[config.mk]
export PLATFORM = sky130hd
export DESIGN_NAME = iso8601_timestamp_parser
export DESIGN_NICKNAME = d
export VERILOG_FILES = /design/src/hdl/isots_pkg.sv /design/src/hdl/iso8601_timestamp_parser.sv /design/src/hdl/isots_parse.sv /design/src/hdl/isots_cal.sv
export SDC_FILE = /design/constraint.sdc
export NUM_CORES = 1
export LEC_CHECK = 0
export ABC_AREA = 1
export BUFFER_PORTS_ARGS = -buffer_cell sky130_fd_sc_hd__buf_2
export CAP_MARGIN = 20
export CORE_ASPECT_RATIO = 1.2
export CORE_MARGIN = 10
export CORE_UTILIZATION = 45
export DETAILED_ROUTE_END_ITERATION = 8
export GPL_TIMING_DRIVEN = 0
export PLACE_DENSITY = 0.67
export SYNTH_ARGS = -nofsm -noshare
export SYNTH_HDL_FRONTEND = slang
export SYNTH_HIERARCHICAL = 1
export SYNTH_SLANG_ARGS = --single-unit
[constraint.sdc]
create_clock -name clk -period 8 [get_ports clk]
set_input_delay 0.8 -clock clk [delete_from_list [all_inputs] [get_ports clk]]
set_output_delay 0.8 -clock clk [all_outputs]
set_load 0.01 [all_outputs]
[src/hdl/isots_pkg.sv]
// Shared types, constants and calendar functions of the timestamp parser.
package isots_pkg;

  localparam int FIELD_BITS_DEF  = 14;
  localparam int FRACTION_DIGITS = 3;
  localparam int NUM_PARTS       = 9;
  localparam int YEAR_MAX        = 9999;
  localparam int MS_MAX          = 999;
  localparam int MIN_PER_DAY     = 1440;
  localparam int MIN_PER_HOUR    = 60;
  localparam int LEAP_CYCLE      = 400;

  localparam logic [3:0] PH_YEAR   = 4'd0;
  localparam logic [3:0] PH_MONTH  = 4'd1;
  localparam logic [3:0] PH_DAY    = 4'd2;
  localparam logic [3:0] PH_HOUR   = 4'd3;
  localparam logic [3:0] PH_MINUTE = 4'd4;
  localparam logic [3:0] PH_SECOND = 4'd5;
  localparam logic [3:0] PH_FRAC   = 4'd6;
  localparam logic [3:0] PH_TZHOUR = 4'd7;
  localparam logic [3:0] PH_TZMIN  = 4'd8;

  localparam logic [1:0] ST_OK     = 2'd0;
  localparam logic [1:0] ST_SYNTAX = 2'd1;
  localparam logic [1:0] ST_RANGE  = 2'd2;
  localparam logic [1:0] ST_UTC    = 2'd3;

  localparam logic [4:0] MONTH_DAYS [13] = '{5'd0, 5'd31, 5'd28, 5'd31, 5'd30, 5'd31,
                                             5'd30, 5'd31, 5'd31, 5'd30, 5'd31, 5'd30,
                                             5'd31};

  typedef enum logic [1:0] {S_IDLE, S_END, S_CALC, S_WAIT} top_state_t;
  typedef enum logic [2:0] {C_IDLE, C_MOD, C_CHECK, C_OFF, C_T, C_STEP, C_DONE} cal_state_t;

  typedef struct packed {
    logic failed;
    logic ignore_rest;
    logic tz_negative;
  } parse_flags_t;

  typedef struct packed {
    logic [1:0]  status;
    logic [13:0] year;
    logic [3:0]  month;
    logic [4:0]  day;
    logic [4:0]  hour;
    logic [5:0]  minute;
    logic [5:0]  second;
    logic [9:0]  millisecond;
  } result_t;

  // rem is the year modulo 400
  function automatic logic leap_of(input logic [8:0] rem);
    logic century;
    century = (rem == 9'd100) || (rem == 9'd200) || (rem == 9'd300);
    return (rem[1:0] == 2'b00) && !century;
  endfunction

  function automatic logic [4:0] month_len(input logic [3:0] m, input logic leap);
    if (m == 4'd2 && leap) return 5'd29;
    if (m >= 4'd1 && m <= 4'd12) return MONTH_DAYS[m];
    return 5'd0;
  endfunction

endpackage

[src/hdl/iso8601_timestamp_parser.sv]
// Top level of the streaming ISO 8601 timestamp parser.
// Characters are taken one per cycle while the block is idle; each field is
// read strtol-style and range checked, and the timezone offset is removed to
// give UTC. On the last character the block stops taking input: the S_END
// state feeds the end of text when that character is not zero, then a
// calendar sequencer runs. A syntax error or a year outside 1..9999 goes
// straight to the result; otherwise the year is reduced modulo 400 by
// repeated subtraction, the date and time of day are range checked, and a
// good timestamp applies the offset and walks the day shift, the number of
// whole days the offset moves the date, one day per cycle through a single
// day-step unit. The calendar result waits in its state until the output
// register is free. The result sits in an output register so the next text
// can start while it waits to be taken.
module iso8601_timestamp_parser import isots_pkg::*; #(
  parameter int FIELD_BITS = FIELD_BITS_DEF
) (
  input  logic        clk,
  input  logic        rst_n,
  input  logic        in_valid,
  output logic        in_ready,
  input  logic [7:0]  in_text_char,
  input  logic        in_is_last,
  output logic        out_valid,
  input  logic        out_ready,
  output logic [1:0]  out_status,
  output logic [13:0] out_year,
  output logic [3:0]  out_month,
  output logic [4:0]  out_day,
  output logic [4:0]  out_hour,
  output logic [5:0]  out_minute,
  output logic [5:0]  out_second,
  output logic [9:0]  out_millisecond
);
  top_state_t   state_r, state_nxt;
  logic         accept, slot_free, emit;
  logic         feed_en, at_end, cal_start, cal_done;
  logic [7:0]   feed_c;
  parse_flags_t flags;
  logic signed [FIELD_BITS+7:0] parts [NUM_PARTS];
  result_t      res, out_r;
  logic         out_valid_r;

  assign accept    = in_valid && in_ready;
  assign slot_free = !out_valid_r || out_ready;
  assign emit      = (state_r == S_WAIT) && cal_done && slot_free;

  // next state
  always_comb begin
    state_nxt = state_r;
    case (state_r)
      S_IDLE: begin
        if (accept && in_is_last) state_nxt = (in_text_char == 8'd0) ? S_CALC : S_END;
      end
      S_END:   state_nxt = S_CALC;
      S_CALC:  state_nxt = S_WAIT;
      S_WAIT:  if (emit) state_nxt = S_IDLE;
      default: state_nxt = S_IDLE;
    endcase
  end

  // outputs of the sequencer: feed the character, or the implied end of text
  always_comb begin
    in_ready  = (state_r == S_IDLE);
    feed_en   = accept || (state_r == S_END);
    feed_c    = (state_r == S_END) ? 8'd0 : in_text_char;
    at_end    = (state_r == S_END) || (in_text_char == 8'd0);
    cal_start = (state_r == S_CALC);
  end

  always_ff @(posedge clk) begin
    if (!rst_n) begin
      state_r     <= S_IDLE;
      out_valid_r <= 1'b0;
    end else begin
      state_r <= state_nxt;
      if (emit) out_valid_r <= 1'b1;
      else if (out_ready) out_valid_r <= 1'b0;
    end
  end

  // hold the result until it is taken
  always_ff @(posedge clk) begin
    if (emit) out_r <= res;
  end

  isots_parse #(.FIELD_BITS(FIELD_BITS)) u_parse (
    .clk     (clk),
    .rst_n   (rst_n),
    .feed_en (feed_en),
    .clr     (emit),
    .c       (feed_c),
    .at_end  (at_end),
    .flags   (flags),
    .parts   (parts)
  );

  isots_cal #(.FIELD_BITS(FIELD_BITS)) u_cal (
    .clk   (clk),
    .rst_n (rst_n),
    .start (cal_start),
    .ack   (emit),
    .flags (flags),
    .parts (parts),
    .done  (cal_done),
    .res   (res)
  );

  assign out_valid       = out_valid_r;
  assign out_status      = out_r.status;
  assign out_year        = out_r.year;
  assign out_month       = out_r.month;
  assign out_day         = out_r.day;
  assign out_hour        = out_r.hour;
  assign out_minute      = out_r.minute;
  assign out_second      = out_r.second;
  assign out_millisecond = out_r.millisecond;
endmodule

[src/hdl/isots_parse.sv]
// Character parser: field accumulation, separators and part storage.
module isots_parse import isots_pkg::*; #(
  parameter int FIELD_BITS = FIELD_BITS_DEF
) (
  input  logic                        clk,
  input  logic                        rst_n,
  input  logic                        feed_en,
  input  logic                        clr,
  input  logic [7:0]                  c,
  input  logic                        at_end,
  output parse_flags_t                flags,
  output logic signed [FIELD_BITS+7:0] parts [NUM_PARTS]
);
  localparam int PW = FIELD_BITS + 8;
  localparam logic [FIELD_BITS-1:0] MAG_MAX = {FIELD_BITS{1'b1}};

  logic [3:0]            phase_r, phase_nxt;
  logic [FIELD_BITS-1:0] accum_r, accum_nxt;
  logic                  neg_r, neg_nxt, sgn_r, sgn_nxt, seen_r, seen_nxt;
  logic [2:0]            chars_r, chars_nxt;
  logic                  tzneg_r, tzneg_nxt, failed_r, failed_nxt, ign_r, ign_nxt;
  logic signed [PW-1:0]  parts_r [NUM_PARTS];
  logic signed [PW-1:0]  parts_nxt [NUM_PARTS];
  logic [FIELD_BITS+3:0] prod;
  logic signed [PW-1:0]  v, vscaled;
  logic [2:0]            chars_inc;
  logic                  is_digit, is_sign;

  always_comb begin
    prod      = {4'b0, accum_r} * (FIELD_BITS+4)'(10) + (FIELD_BITS+4)'(c - 8'd48);
    v         = neg_r ? -$signed({8'b0, accum_r}) : $signed({8'b0, accum_r});
    chars_inc = (chars_r < 3'd7) ? chars_r + 3'd1 : chars_r;
    is_digit  = !at_end && (c inside {[8'd48:8'd57]});
    is_sign   = (c == 8'd43) || (c == 8'd45);
    case (chars_r)
      3'd1:    vscaled = v * PW'(100);
      3'd2:    vscaled = v * PW'(10);
      default: vscaled = v;
    endcase
  end

  always_comb begin
    phase_nxt  = phase_r;
    accum_nxt  = accum_r;
    neg_nxt    = neg_r;
    sgn_nxt    = sgn_r;
    seen_nxt   = seen_r;
    chars_nxt  = chars_r;
    tzneg_nxt  = tzneg_r;
    failed_nxt = failed_r;
    ign_nxt    = ign_r;
    parts_nxt  = parts_r;
    if (feed_en && !failed_r && !ign_r) begin
      if (is_digit) begin
        accum_nxt = (prod > {4'b0, MAG_MAX}) ? MAG_MAX : prod[FIELD_BITS-1:0];
        seen_nxt  = 1'b1;
        chars_nxt = chars_inc;
      end else if (!seen_r) begin
        if (!at_end && !sgn_r && (c inside {8'd32, [8'd9:8'd13]})) begin
          chars_nxt = chars_inc;
        end else if (!at_end && !sgn_r && is_sign) begin
          sgn_nxt   = 1'b1;
          neg_nxt   = (c == 8'd45);
          chars_nxt = chars_inc;
        end else begin
          failed_nxt = 1'b1;
        end
      end else if (phase_r > PH_TZMIN) begin
        failed_nxt = 1'b1;
      end else begin
        for (int i = 0; i < NUM_PARTS; i++) begin
          if (phase_r == 4'(i)) parts_nxt[i] = v;
        end
        // start a fresh field unless a branch below stops parsing
        accum_nxt = '0;
        neg_nxt   = 1'b0;
        sgn_nxt   = 1'b0;
        chars_nxt = 3'd0;
        seen_nxt  = 1'b0;
        case (phase_r)
          PH_YEAR, PH_MONTH, PH_HOUR, PH_MINUTE, PH_TZHOUR: begin
            if (at_end) failed_nxt = 1'b1;
            else phase_nxt = phase_r + 4'd1;
          end
          PH_DAY: begin
            if (at_end) ign_nxt = 1'b1;
            else if (c == 8'd84) phase_nxt = PH_HOUR;
            else failed_nxt = 1'b1;
          end
          PH_SECOND, PH_FRAC: begin
            if (phase_r == PH_FRAC) parts_nxt[6] = vscaled;
            if (phase_r == PH_FRAC && chars_r > 3'(FRACTION_DIGITS)) begin
              failed_nxt = 1'b1;
            end else if (phase_r == PH_SECOND && !at_end && c == 8'd46) begin
              phase_nxt = PH_FRAC;
            end else if (at_end || c == 8'd90) begin
              ign_nxt = 1'b1;
            end else if (is_sign) begin
              phase_nxt = PH_TZHOUR;
              tzneg_nxt = (c == 8'd45);
              sgn_nxt   = 1'b1;
              neg_nxt   = (c == 8'd45);
              chars_nxt = 3'd1;
            end else begin
              failed_nxt = 1'b1;
            end
          end
          default: ign_nxt = 1'b1;
        endcase
      end
    end
  end

  always_ff @(posedge clk) begin
    if (!rst_n || clr) begin
      phase_r  <= PH_YEAR;
      accum_r  <= '0;
      neg_r    <= 1'b0;
      sgn_r    <= 1'b0;
      seen_r   <= 1'b0;
      chars_r  <= 3'd0;
      tzneg_r  <= 1'b0;
      failed_r <= 1'b0;
      ign_r    <= 1'b0;
      for (int i = 0; i < NUM_PARTS; i++) parts_r[i] <= '0;
    end else begin
      phase_r  <= phase_nxt;
      accum_r  <= accum_nxt;
      neg_r    <= neg_nxt;
      sgn_r    <= sgn_nxt;
      seen_r   <= seen_nxt;
      chars_r  <= chars_nxt;
      tzneg_r  <= tzneg_nxt;
      failed_r <= failed_nxt;
      ign_r    <= ign_nxt;
      parts_r  <= parts_nxt;
    end
  end

  assign flags = '{failed: failed_r, ignore_rest: ign_r, tz_negative: tzneg_r};
  assign parts = parts_r;
endmodule

[src/hdl/isots_cal.sv]
// Calendar sequencer: range check, offset, and one-day-per-cycle UTC stepping.
module isots_cal import isots_pkg::*; #(
  parameter int FIELD_BITS = FIELD_BITS_DEF
) (
  input  logic                         clk,
  input  logic                         rst_n,
  input  logic                         start,
  input  logic                         ack,
  input  parse_flags_t                 flags,
  input  logic signed [FIELD_BITS+7:0] parts [NUM_PARTS],
  output logic                         done,
  output result_t                      res
);
  localparam int PW = FIELD_BITS + 8;

  cal_state_t           state_r, state_nxt;
  logic [1:0]           status_r, status_nxt;
  logic [13:0]          wy_r, wy_nxt, rem_r, rem_nxt;
  logic [3:0]           wmo_r, wmo_nxt;
  logic [4:0]           wd_r, wd_nxt;
  logic signed [PW-1:0] wt_r, wt_nxt;
  logic [4:0]           ml, ml_in, ml_prev;
  logic [8:0]           rem_up, rem_dn;
  logic                 bad;
  logic [10:0]          r;
  logic [22:0]          hq;
  logic [4:0]           hr;
  logic [10:0]          hr60;

  always_comb begin
    rem_up  = (rem_r[8:0] == 9'(LEAP_CYCLE - 1)) ? 9'd0 : rem_r[8:0] + 9'd1;
    rem_dn  = (rem_r[8:0] == 9'd0) ? 9'(LEAP_CYCLE - 1) : rem_r[8:0] - 9'd1;
    ml      = month_len(wmo_r, leap_of(rem_r[8:0]));
    ml_prev = month_len(wmo_r - 4'd1, leap_of(rem_r[8:0]));
    ml_in   = month_len(parts[1][3:0], leap_of(rem_r[8:0]));
    bad = parts[1] < PW'(1) || parts[1] > PW'(12) ||
          parts[2] < PW'(1) || parts[2] > PW'(31) || parts[2][4:0] > ml_in ||
          parts[3] < PW'(0) || parts[3] > PW'(23) ||
          parts[4] < PW'(0) || parts[4] > PW'(59) ||
          parts[5] < PW'(0) || parts[5] > PW'(59) ||
          parts[6] < PW'(0) || parts[6] > PW'(MS_MAX);
  end

  // next state
  always_comb begin
    state_nxt = state_r;
    case (state_r)
      C_IDLE: begin
        if (start) begin
          if (flags.failed || !flags.ignore_rest ||
              parts[0] < PW'(1) || parts[0] > PW'(YEAR_MAX)) state_nxt = C_DONE;
          else state_nxt = C_MOD;
        end
      end
      C_MOD:   if (rem_r < 14'(LEAP_CYCLE)) state_nxt = C_CHECK;
      C_CHECK: state_nxt = bad ? C_DONE : C_OFF;
      C_OFF:   state_nxt = C_T;
      C_T:     state_nxt = C_STEP;
      C_STEP: begin
        if (wt_r >= PW'(MIN_PER_DAY)) begin
          if (wd_r >= ml && wmo_r == 4'd12 && wy_r == 14'(YEAR_MAX)) state_nxt = C_DONE;
        end else if (wt_r < PW'(0)) begin
          if (wd_r == 5'd1 && wmo_r == 4'd1 && wy_r == 14'd1) state_nxt = C_DONE;
        end else begin
          state_nxt = C_DONE;
        end
      end
      C_DONE:  if (ack) state_nxt = C_IDLE;
      default: state_nxt = C_IDLE;
    endcase
  end

  // datapath updates
  always_comb begin
    status_nxt = status_r;
    wy_nxt     = wy_r;
    rem_nxt    = rem_r;
    wmo_nxt    = wmo_r;
    wd_nxt     = wd_r;
    wt_nxt     = wt_r;
    case (state_r)
      C_IDLE: begin
        status_nxt = ST_OK;
        wy_nxt     = parts[0][13:0];
        rem_nxt    = parts[0][13:0];
        if (flags.failed || !flags.ignore_rest) status_nxt = ST_SYNTAX;
        else if (parts[0] < PW'(1) || parts[0] > PW'(YEAR_MAX)) status_nxt = ST_RANGE;
      end
      C_MOD: if (rem_r >= 14'(LEAP_CYCLE)) rem_nxt = rem_r - 14'(LEAP_CYCLE);
      C_CHECK: begin
        wmo_nxt = parts[1][3:0];
        wd_nxt  = parts[2][4:0];
        if (bad) status_nxt = ST_RANGE;
      end
      C_OFF: begin
        wt_nxt = flags.tz_negative ? parts[7] * PW'(MIN_PER_HOUR) - parts[8]
                                   : parts[7] * PW'(MIN_PER_HOUR) + parts[8];
      end
      C_T: wt_nxt = parts[3] * PW'(MIN_PER_HOUR) + parts[4] - wt_r;
      C_STEP: begin
        if (wt_r >= PW'(MIN_PER_DAY)) begin
          wt_nxt = wt_r - PW'(MIN_PER_DAY);
          if (wd_r >= ml) begin
            wd_nxt = 5'd1;
            if (wmo_r == 4'd12) begin
              wmo_nxt = 4'd1;
              wy_nxt  = wy_r + 14'd1;
              rem_nxt = {5'b0, rem_up};
              if (wy_r == 14'(YEAR_MAX)) status_nxt = ST_UTC;
            end else begin
              wmo_nxt = wmo_r + 4'd1;
            end
          end else begin
            wd_nxt = wd_r + 5'd1;
          end
        end else if (wt_r < PW'(0)) begin
          wt_nxt = wt_r + PW'(MIN_PER_DAY);
          if (wd_r == 5'd1) begin
            if (wmo_r == 4'd1) begin
              wmo_nxt = 4'd12;
              wd_nxt  = MONTH_DAYS[12];
              wy_nxt  = wy_r - 14'd1;
              rem_nxt = {5'b0, rem_dn};
              if (wy_r == 14'd1) status_nxt = ST_UTC;
            end else begin
              wmo_nxt = wmo_r - 4'd1;
              wd_nxt  = ml_prev;
            end
          end else begin
            wd_nxt = wd_r - 5'd1;
          end
        end
      end
      default: ;
    endcase
  end

  always_ff @(posedge clk) begin
    if (!rst_n) state_r <= C_IDLE;
    else state_r <= state_nxt;
  end

  always_ff @(posedge clk) begin
    status_r <= status_nxt;
    wy_r     <= wy_nxt;
    rem_r    <= rem_nxt;
    wmo_r    <= wmo_nxt;
    wd_r     <= wd_nxt;
    wt_r     <= wt_nxt;
  end

  // hour = r / 60 by reciprocal, exact for r below 1440
  always_comb begin
    r    = wt_r[10:0];
    hq   = {12'b0, r} * 23'd2185;
    hr   = hq[21:17];
    hr60 = 11'(hr) * 11'd60;
    done = (state_r == C_DONE);
    res  = '0;
    res.status = status_r;
    if (status_r == ST_OK) begin
      res.year        = wy_r;
      res.month       = wmo_r;
      res.day         = wd_r;
      res.hour        = hr;
      res.minute      = 6'(r - hr60);
      res.second      = parts[5][5:0];
      res.millisecond = parts[6][9:0];
    end
  end
endmodule

* Yosys cells after proc, flatten, opt, wreduce, memory -nomap -nowiden
Memory sizes are Yosys's and may differ from the RTL's.
Cells that the tools add are included.
Widths: inputs -> output; s select.
** Storage, ports and cells
- Bits in registers :: 344
- ROM bits :: 240
- Input port bits :: 13
- Output and inout bits :: 54
- Logic and storage cells :: 442
- Memories kept :: 3
** Cells by class
- $add $sub $neg :: 21
- Multiply operators :: 7
- Order comparisons :: 37
- Equality and inequality tests :: 74
- Mux-type cells :: 155
- Bitwise gates (word level) :: 9
- Reductions and logical operators :: 101
** Memory list
- (no name shown) :: words 16, width 5, read ports 1, clocked after memory_dff 0, wr ports 0, line isots_pkg.sv:61 : if (m >= 4'd1 && m <= 4'd12) return MONTH_DAYS[m];
- (no name shown) :: words 16, width 5, read ports 1, clocked after memory_dff 0, wr ports 0, line isots_pkg.sv:61
- (no name shown) :: words 16, width 5, read ports 1, clocked after memory_dff 0, wr ports 0, line isots_pkg.sv:61
** Operator list (count)
- $mux 14 :: 17
- $mux 22 :: 7
- $mux 5 :: 23
- $lt 22x1->1 const B :: 5
- $lt 22x2->1 const B :: 3
- $pmux 22 s3 :: 1
- $mux 3 :: 19
- $mux 4 :: 13
- $reduce_and 5->1 :: 10
- $mux 1 :: 47
- $add 22x22->22 :: 2
- $gt 22x6->1 const B :: 2
- $gt 22x7->1 const B :: 2
- $mul 22x5->20 const B :: 2
- $pmux 22 s2 :: 1
- $sub 22x22->22 :: 2
- $pmux 14 s3 :: 1
- $eq 8x6->1 const B :: 4
- $mux 2 :: 14
- $pmux 14 s2 :: 1
- $reduce_and 9->1 :: 3
- $logic_and 1x1->1 :: 26
- $logic_or 1x1->1 :: 24
- $add 22x12->22 const B :: 1
- other kinds (91) :: 174

* Longest topological paths before layout
- Word-level depth :: 22
- Gate-level depth with buffers :: 30

* By module
The synthesis kept the hierarchy.
** Modules (own cells, without submodules)
- isots_cal :: times used 1, cells an instance 2468, area each 16106.7 µm², seq. area each 1891.8 µm²
- isots_parse :: times used 1, cells an instance 1821, area each 13259.0 µm², seq. area each 4504.3 µm²
- iso8601_timestamp_parser :: times used 1, cells an instance 115, area each 1911.8 µm², seq. area each 1621.6 µm²

* Least setup slack after synthesis
No wires, ideal clock.
- Path kind :: reg2reg
- From :: register u_parse.parts_r (netlist bit u_parse/parts[113])
- To :: register u_cal.wt_r[21], data pin
- Setup time :: 253 ps
- Arrival time :: 4856 ps
- Slack :: 2891 ps
- Stages on the path, launching flop included :: 28
- Path buffers :: 0
- Clock period less this slack :: 5109 ps
- Path through :: dfxtp_1 -> inv_1 -> ha_1 -> fa_1 -> fa_1 -> inv_1 -> ha_1 -> a21oi_1 -> nand2_1 -> a21boi_1 -> o21ai_0 -> a21boi_1 -> o21ai_0 -> xnor2_1 -> fa_1 -> inv_1 -> ha_1 -> nand2_1 -> nor2_1 -> inv_1 -> nor3_1 -> nand3_1 -> nand3_1 -> nand3_1 -> nand2_1 -> nor2_1 -> nor2_1 -> nand2_1
** On the way
- Word-level cells in the longest chain between the ends :: 4
** RTL lines
- start, declared :: line isots_parse.sv:22 : logic signed [PW-1:0] parts_r [NUM_PARTS];
- start signal, assigned :: line isots_parse.sv:136 : parts_r <= parts_nxt;
- $mul 22x5->20 :: line isots_cal.sv:99 : C_T: wt_nxt = parts[3] * PW'(MIN_PER_HOUR) + parts[4] - wt_r;
- $add 22x22->22 :: line isots_cal.sv:99
- $sub 22x22->22 :: line isots_cal.sv:99
- $pmux 22 s3 :: line isots_cal.sv:81 : case (state_r)
- via u_cal.wt_nxt[21] :: line isots_cal.sv:21 : logic signed [PW-1:0] wt_r, wt_nxt;
- end signal, assigned :: line isots_cal.sv:149 : wt_r <= wt_nxt;
- end, declared :: line isots_cal.sv:21
The timed path passes the listed nets, and every way through them passes these cells.
A chain may end at the register's enable or synchronous reset.

* Worst setup path in the final report
- From :: register u_parse.accum_r[0]
- To :: register u_parse.parts_r (netlist bit u_parse/parts[65])
** On the way
- Word-level cells in the longest chain between the ends :: 6
** RTL lines
- start, declared :: line isots_parse.sv:18 : logic [FIELD_BITS-1:0] accum_r, accum_nxt;
- start signal, assigned :: line isots_parse.sv:128 : accum_r <= accum_nxt;
- $neg 14->22 (*) :: line isots_parse.sv:31 : v = neg_r ? -$signed({8'b0, accum_r}) : $signed({8'b0, accum_r});
- $mux 22 (*) :: line isots_parse.sv:31
- via u_parse.v[10] :: line isots_parse.sv:25 : logic signed [PW-1:0] v, vscaled;
- $mul 22x4->21 or $mul 22x6->20 (tied branches) :: line isots_parse.sv:37, isots_parse.sv:36
- $pmux 22 s2 (*) :: line isots_parse.sv:35 : case (chars_r)
- $mux 22 (*) :: line isots_parse.sv:91 : if (phase_r == PH_FRAC) parts_nxt[6] = vscaled;
- $mux 22 (*) :: line isots_parse.sv:80 : case (phase_r)
The timed path passes the listed nets; every way through them passes the cells marked *.

==> metrics.txt <==
# TYPE chip_impl_metric gauge
chip_impl_metric{name="r2r_slack",unit="ps"} 1730
chip_impl_metric{name="totalNegativeSetupSlack",unit="ps"} 0
chip_impl_metric{name="hold_violations",unit=""} 0
chip_impl_metric{name="filler_cell_count",unit=""} 6913
chip_impl_metric{name="core_occupancy_in_the_finished_layout",unit="%"} 49.8
chip_impl_metric{name="static-leakage-power",unit="nW"} 17.2
chip_impl_metric{name="place_ws",unit="ps"} 1740
chip_impl_metric{name="postCtsSetupBuffers",unit=""} 0
chip_impl_metric{name="finalMaxSlewViolations",unit=""} 0
chip_impl_metric{name="wl",unit="mm"} 92.9
chip_impl_metric{name="synth_area",unit="µm²"} 31200
chip_impl_metric{name="power.internal",unit="mW"} 4.38
chip_impl_metric{name="cts.reportedPaths.clkPinSlew",unit="ps"} 60
chip_impl_metric{name="worst_r2r_path_depth",unit=""} 25
chip_impl_metric{name="final-setup-viol-count",unit=""} 0
chip_impl_metric{name="core.rowCount",unit=""} 105
chip_impl_metric{name="post_route_drc",unit=""} 0
chip_impl_metric{name="max_slew_margin",unit="%"} 32.5
chip_impl_metric{name="antennaDiodeCount",unit=""} 0
chip_impl_metric{name="syn_to_final_growth",unit="%"} 9.33
chip_impl_metric{name="die_y",unit="µm"} 309
chip_impl_info{name="cts_tree",value="built"} 1
chip_impl_metric{name="syn-instance-count",unit=""} 4398
chip_impl_info{name="unrepaired_setup_endpoints_after_global_routing",value="no"} 1
chip_impl_metric{name="die_x",unit="µm"} 260
chip_impl_info{name="timing.critical_path.to",value="u_parse/parts[65]$_SDFFE_PP0P_"} 1
chip_impl_info{name="hp-class",value="reg -> reg"} 1
chip_impl_metric{name="detailedRoute.firstPassIterationCount",unit=""} 8
chip_impl_metric{name="yosys_warnings",unit=""} 6
chip_impl_metric{name="cts_made_buffers",unit=""} 40
chip_impl_info{name="run_status",value="finished clean"} 1
chip_impl_metric{name="grt_ovf",unit=""} 0
chip_impl_metric{name="p_sw",unit="mW"} 3.09
chip_impl_metric{name="grt_pass1_vias",unit=""} 27900
chip_impl_metric{name="floorplan.io_pins",unit=""} 67
chip_impl_metric{name="layout_cell_share_with_drive_strength_beyond_1",unit="%"} 5.48
chip_impl_metric{name="global_route_wire_length_before_repair",unit="mm"} 147
chip_impl_metric{name="proportion_of_power_drawn_by_the_clock_network",unit="%"} 26.1
chip_impl_metric{name="final_min_period_over_clock_period",unit="%"} 78.4
chip_impl_metric{name="timing_worst_slew_pin_value",unit="ps"} 1000
chip_impl_metric{name="sw_frac_of_total",unit="%"} 41.3
chip_impl_metric{name="final_net_count",unit=""} 4997
chip_impl_metric{name="crit_fanout",unit=""} 10
chip_impl_metric{name="h-tree-depth",unit=""} 2
chip_impl_metric{name="cts-hold-fix-buffers",unit=""} 0
chip_impl_metric{name="detailroute.via_count",unit=""} 29000
chip_impl_metric{name="fin_ws",unit="ps"} 1730
chip_impl_metric{name="finalWorstPathRequiredPeriod",unit="ps"} 6270
chip_impl_metric{name="seq_power_share",unit="%"} 29.4
chip_impl_metric{name="die_area",unit="µm²"} 80400
chip_impl_info{name="startpoint_class_of_the_critical_path",value="flip-flop"} 1
chip_impl_metric{name="grt_max_degree",unit=""} 30
chip_impl_metric{name="numPortBuffers",unit=""} 66
chip_impl_metric{name="worst-endpoint-arrival",unit="ps"} 6810
chip_impl_metric{name="grt_antenna_before_repair",unit=""} 0
chip_impl_metric{name="timing.clock.skew",unit="ps"} 46.3
chip_impl_metric{name="post_drt_wl_per_cell",unit="µm"} 17.0
chip_impl_info{name="worst_setup_startpoint",value="u_parse/accum_r[0]$_SDFFE_PP0P_"} 1
chip_impl_info{name="startpoint_to_endpoint_class_of_the_critical_path",value="reg -> reg"} 1
chip_impl_metric{name="pwr-share-comb",unit="%"} 44.4
chip_impl_metric{name="drt.antenna.violating_nets",unit=""} 0
chip_impl_metric{name="cts.repair.resized",unit=""} 0
chip_impl_metric{name="maxCapViolCount",unit=""} 0
chip_impl_metric{name="worst_ir_drop_vdd",unit="V"} 0.000448
chip_impl_info{name="root_buffer",value="sky130_fd_sc_hd__clkbuf_16"} 1
chip_impl_metric{name="initial_standard_cell_utilization_of_the_core",unit="%"} 45.5
chip_impl_metric{name="grt.total_usage",unit="%"} 22.7
chip_impl_metric{name="globalplace.congestion",unit=""} 0.927
chip_impl_info{name="worstReg2RegEnd",value="u_parse/parts[65]$_SDFFE_PP0P_"} 1
chip_impl_metric{name="wp_data_required",unit="ps"} 8540
chip_impl_metric{name="clkSinkCount",unit=""} 342
chip_impl_metric{name="timing.fmax",unit="MHz"} 159
chip_impl_info{name="regToRegStartpoint",value="u_parse/accum_r[0]$_SDFFE_PP0P_"} 1
chip_impl_metric{name="worst_skew_pair.late_latency",unit="ps"} 600
chip_impl_metric{name="cts.path.max_buffers",unit=""} 3
chip_impl_metric{name="drt_first_iter_violations",unit=""} 2147
chip_impl_metric{name="pwr_density_cell",unit="nW/µm²"} 219
chip_impl_metric{name="vias_per_cell",unit=""} 5.32
chip_impl_metric{name="synth_area_per_cell",unit="µm²"} 7.10
chip_impl_metric{name="syn_nets",unit=""} 4885
chip_impl_info{name="endpoint_kind",value="flip-flop"} 1
chip_impl_metric{name="hpwl_after_dpl",unit="mm"} 75.2
chip_impl_metric{name="core_area",unit="µm²"} 68600
-- layout by cell type, fill, tap and decap left out, drive strengths merged, types with 3 or more instances in the layout --
cell type and n:
a211oi 11, xnor2 45, a31oi 17, nand4 64, clkinv 22, o31ai 3
fa 111, a21boi 7, nor2 393, a21oi 425, ha 363, inv 743
dfxtp 229, a22oi 3, nand2 891, o21ai 326, o21a 14, edfxtp 113
o22ai 9, nand3 264, a21o 10, nand3b 9, nor3 62, clkbuf 108
or2 15, nor4 10, bufinv 6, o211ai 15, and3 3, o221ai 4
buf 120, xor2 89, o21bai 21
-- how the worst min path moves through the flow --
| stage | end | slack [ps] | depth (start not counted) | from |
|---|---|---|---|---|
| after global placement | u_parse/sgn_r$_SDFFE_PP0P_ | 440 | 2 | u_parse/sgn_r$_SDFFE_PP0P_ |
| after global routing | u_parse/sgn_r$_SDFFE_PP0P_ | 470 | 2 | u_parse/sgn_r$_SDFFE_PP0P_ |
| after detailed placement | u_parse/sgn_r$_SDFFE_PP0P_ | 440 | 2 | u_parse/sgn_r$_SDFFE_PP0P_ |
| final | u_parse/sgn_r$_SDFFE_PP0P_ | 450 | 2 | u_parse/sgn_r$_SDFFE_PP0P_ |
| after CTS | u_parse/sgn_r$_SDFFE_PP0P_ | 450 | 2 | u_parse/sgn_r$_SDFFE_PP0P_ |
| after floorplan | u_parse/sgn_r$_SDFFE_PP0P_ | 420 | 2 | u_parse/sgn_r$_SDFFE_PP0P_ |
-- flip-flops by register name (all words and copies together), names as in the netlist, 2 cells and up --
name and flops:
out_status 2, u_parse/parts 196, u_parse/accum_r 14, u_cal/state_r 3, out_hour 5, out_year 14
u_cal/wmo_r 4, out_minute 6, out_day 5, u_cal/rem_r 14, u_cal/wy_r 14, u_parse/phase_r 4
out_month 4, out_second 6, u_parse/chars_r 3, u_cal/wd_r 5, u_cal/wt_r 22, u_cal/status_r 2
state_r 2, out_millisecond 10
-- power by group through the flow --
| stage | combinational (mW) | clock [mW] | sequential, mW |
|---|---|---|---|
| floorplan | 2.53 | 0 | 2.16 |
| global placement | 3.23 | 0 | 2.23 |
| detailed placement | 3.29 | 0 | 2.23 |
| CTS | 3.31 | 1.99 | 2.19 |
| global route | 3.79 | 2.05 | 2.22 |
| finish | 3.32 | 1.95 | 2.20 |
-- critical path, stage by stage (launching register included) --
cell,delay [ps]
sky130_fd_sc_hd__dfxtp_1,490
sky130_fd_sc_hd__inv_1,150
sky130_fd_sc_hd__clkbuf_1,750
sky130_fd_sc_hd__ha_1,350
sky130_fd_sc_hd__nand4_1,160
sky130_fd_sc_hd__nor2_1,200
sky130_fd_sc_hd__nand3_1,100
sky130_fd_sc_hd__nand2_1,80
sky130_fd_sc_hd__xor2_1,580
sky130_fd_sc_hd__clkinv_1,810
sky130_fd_sc_hd__fa_1,770
sky130_fd_sc_hd__inv_1,40
sky130_fd_sc_hd__ha_1,280
sky130_fd_sc_hd__ha_1,370
sky130_fd_sc_hd__nand2_1,120
sky130_fd_sc_hd__nor3_1,200
sky130_fd_sc_hd__nand2_1,80
sky130_fd_sc_hd__o211ai_1,160
sky130_fd_sc_hd__nand2_1,100
sky130_fd_sc_hd__nand2_1,90
sky130_fd_sc_hd__nor2_1,50
sky130_fd_sc_hd__nor2_1,80
sky130_fd_sc_hd__nand2_1,70
sky130_fd_sc_hd__nand3_1,60
sky130_fd_sc_hd__nand2_1,50
sky130_fd_sc_hd__inv_1,40
-- per-layer routing --
metal  routed length (µm)  vias to the layer above  track usage [%]
met3                 4470                      209             2.48
met2                44500                      784             39.7
met5                    0                        -                0
met1                39000                    13400             27.3
met4                 5000                        0             11.6
li1                     -                    14600                -
-- layout make-up --
cell class | count | area, µm² | share of cell area [%]
multi-input cells | 3199 | 19900 | 58.4
flip-flops and latches | 342 | 7980 | 23.4
inverters | 750 | 2820 | 8.26
well taps | 909 | 1140 | 3.33
clock buffers | 51 | 1090 | 3.19
plain buffers | 107 | 504 | 1.48
repair buffers | 70 | 377 | 1.10
clock inverters | 21 | 299 | 0.876
-- metrics by stage --
| stage | hold WS, ps | instances | area, µm² | total power [mW] |
|---|---|---|---|---|
| 6_report | 445 | 5449 | 34100 | 7.47 |
| 5_1_grt | 470 | 5449 | 34100 | 8.06 |
| 4_1_cts | 452 | 5449 | 34100 | 7.49 |
| 3_5_place_dp | 444 | 5377 | 32700 | 5.52 |
| 3_3_place_gp | 441 | 5373 | 32700 | 5.46 |
| 2_1_floorplan | 424 | 4398 | 31200 | 4.69 |
Power figures use the tool's default switching activity.
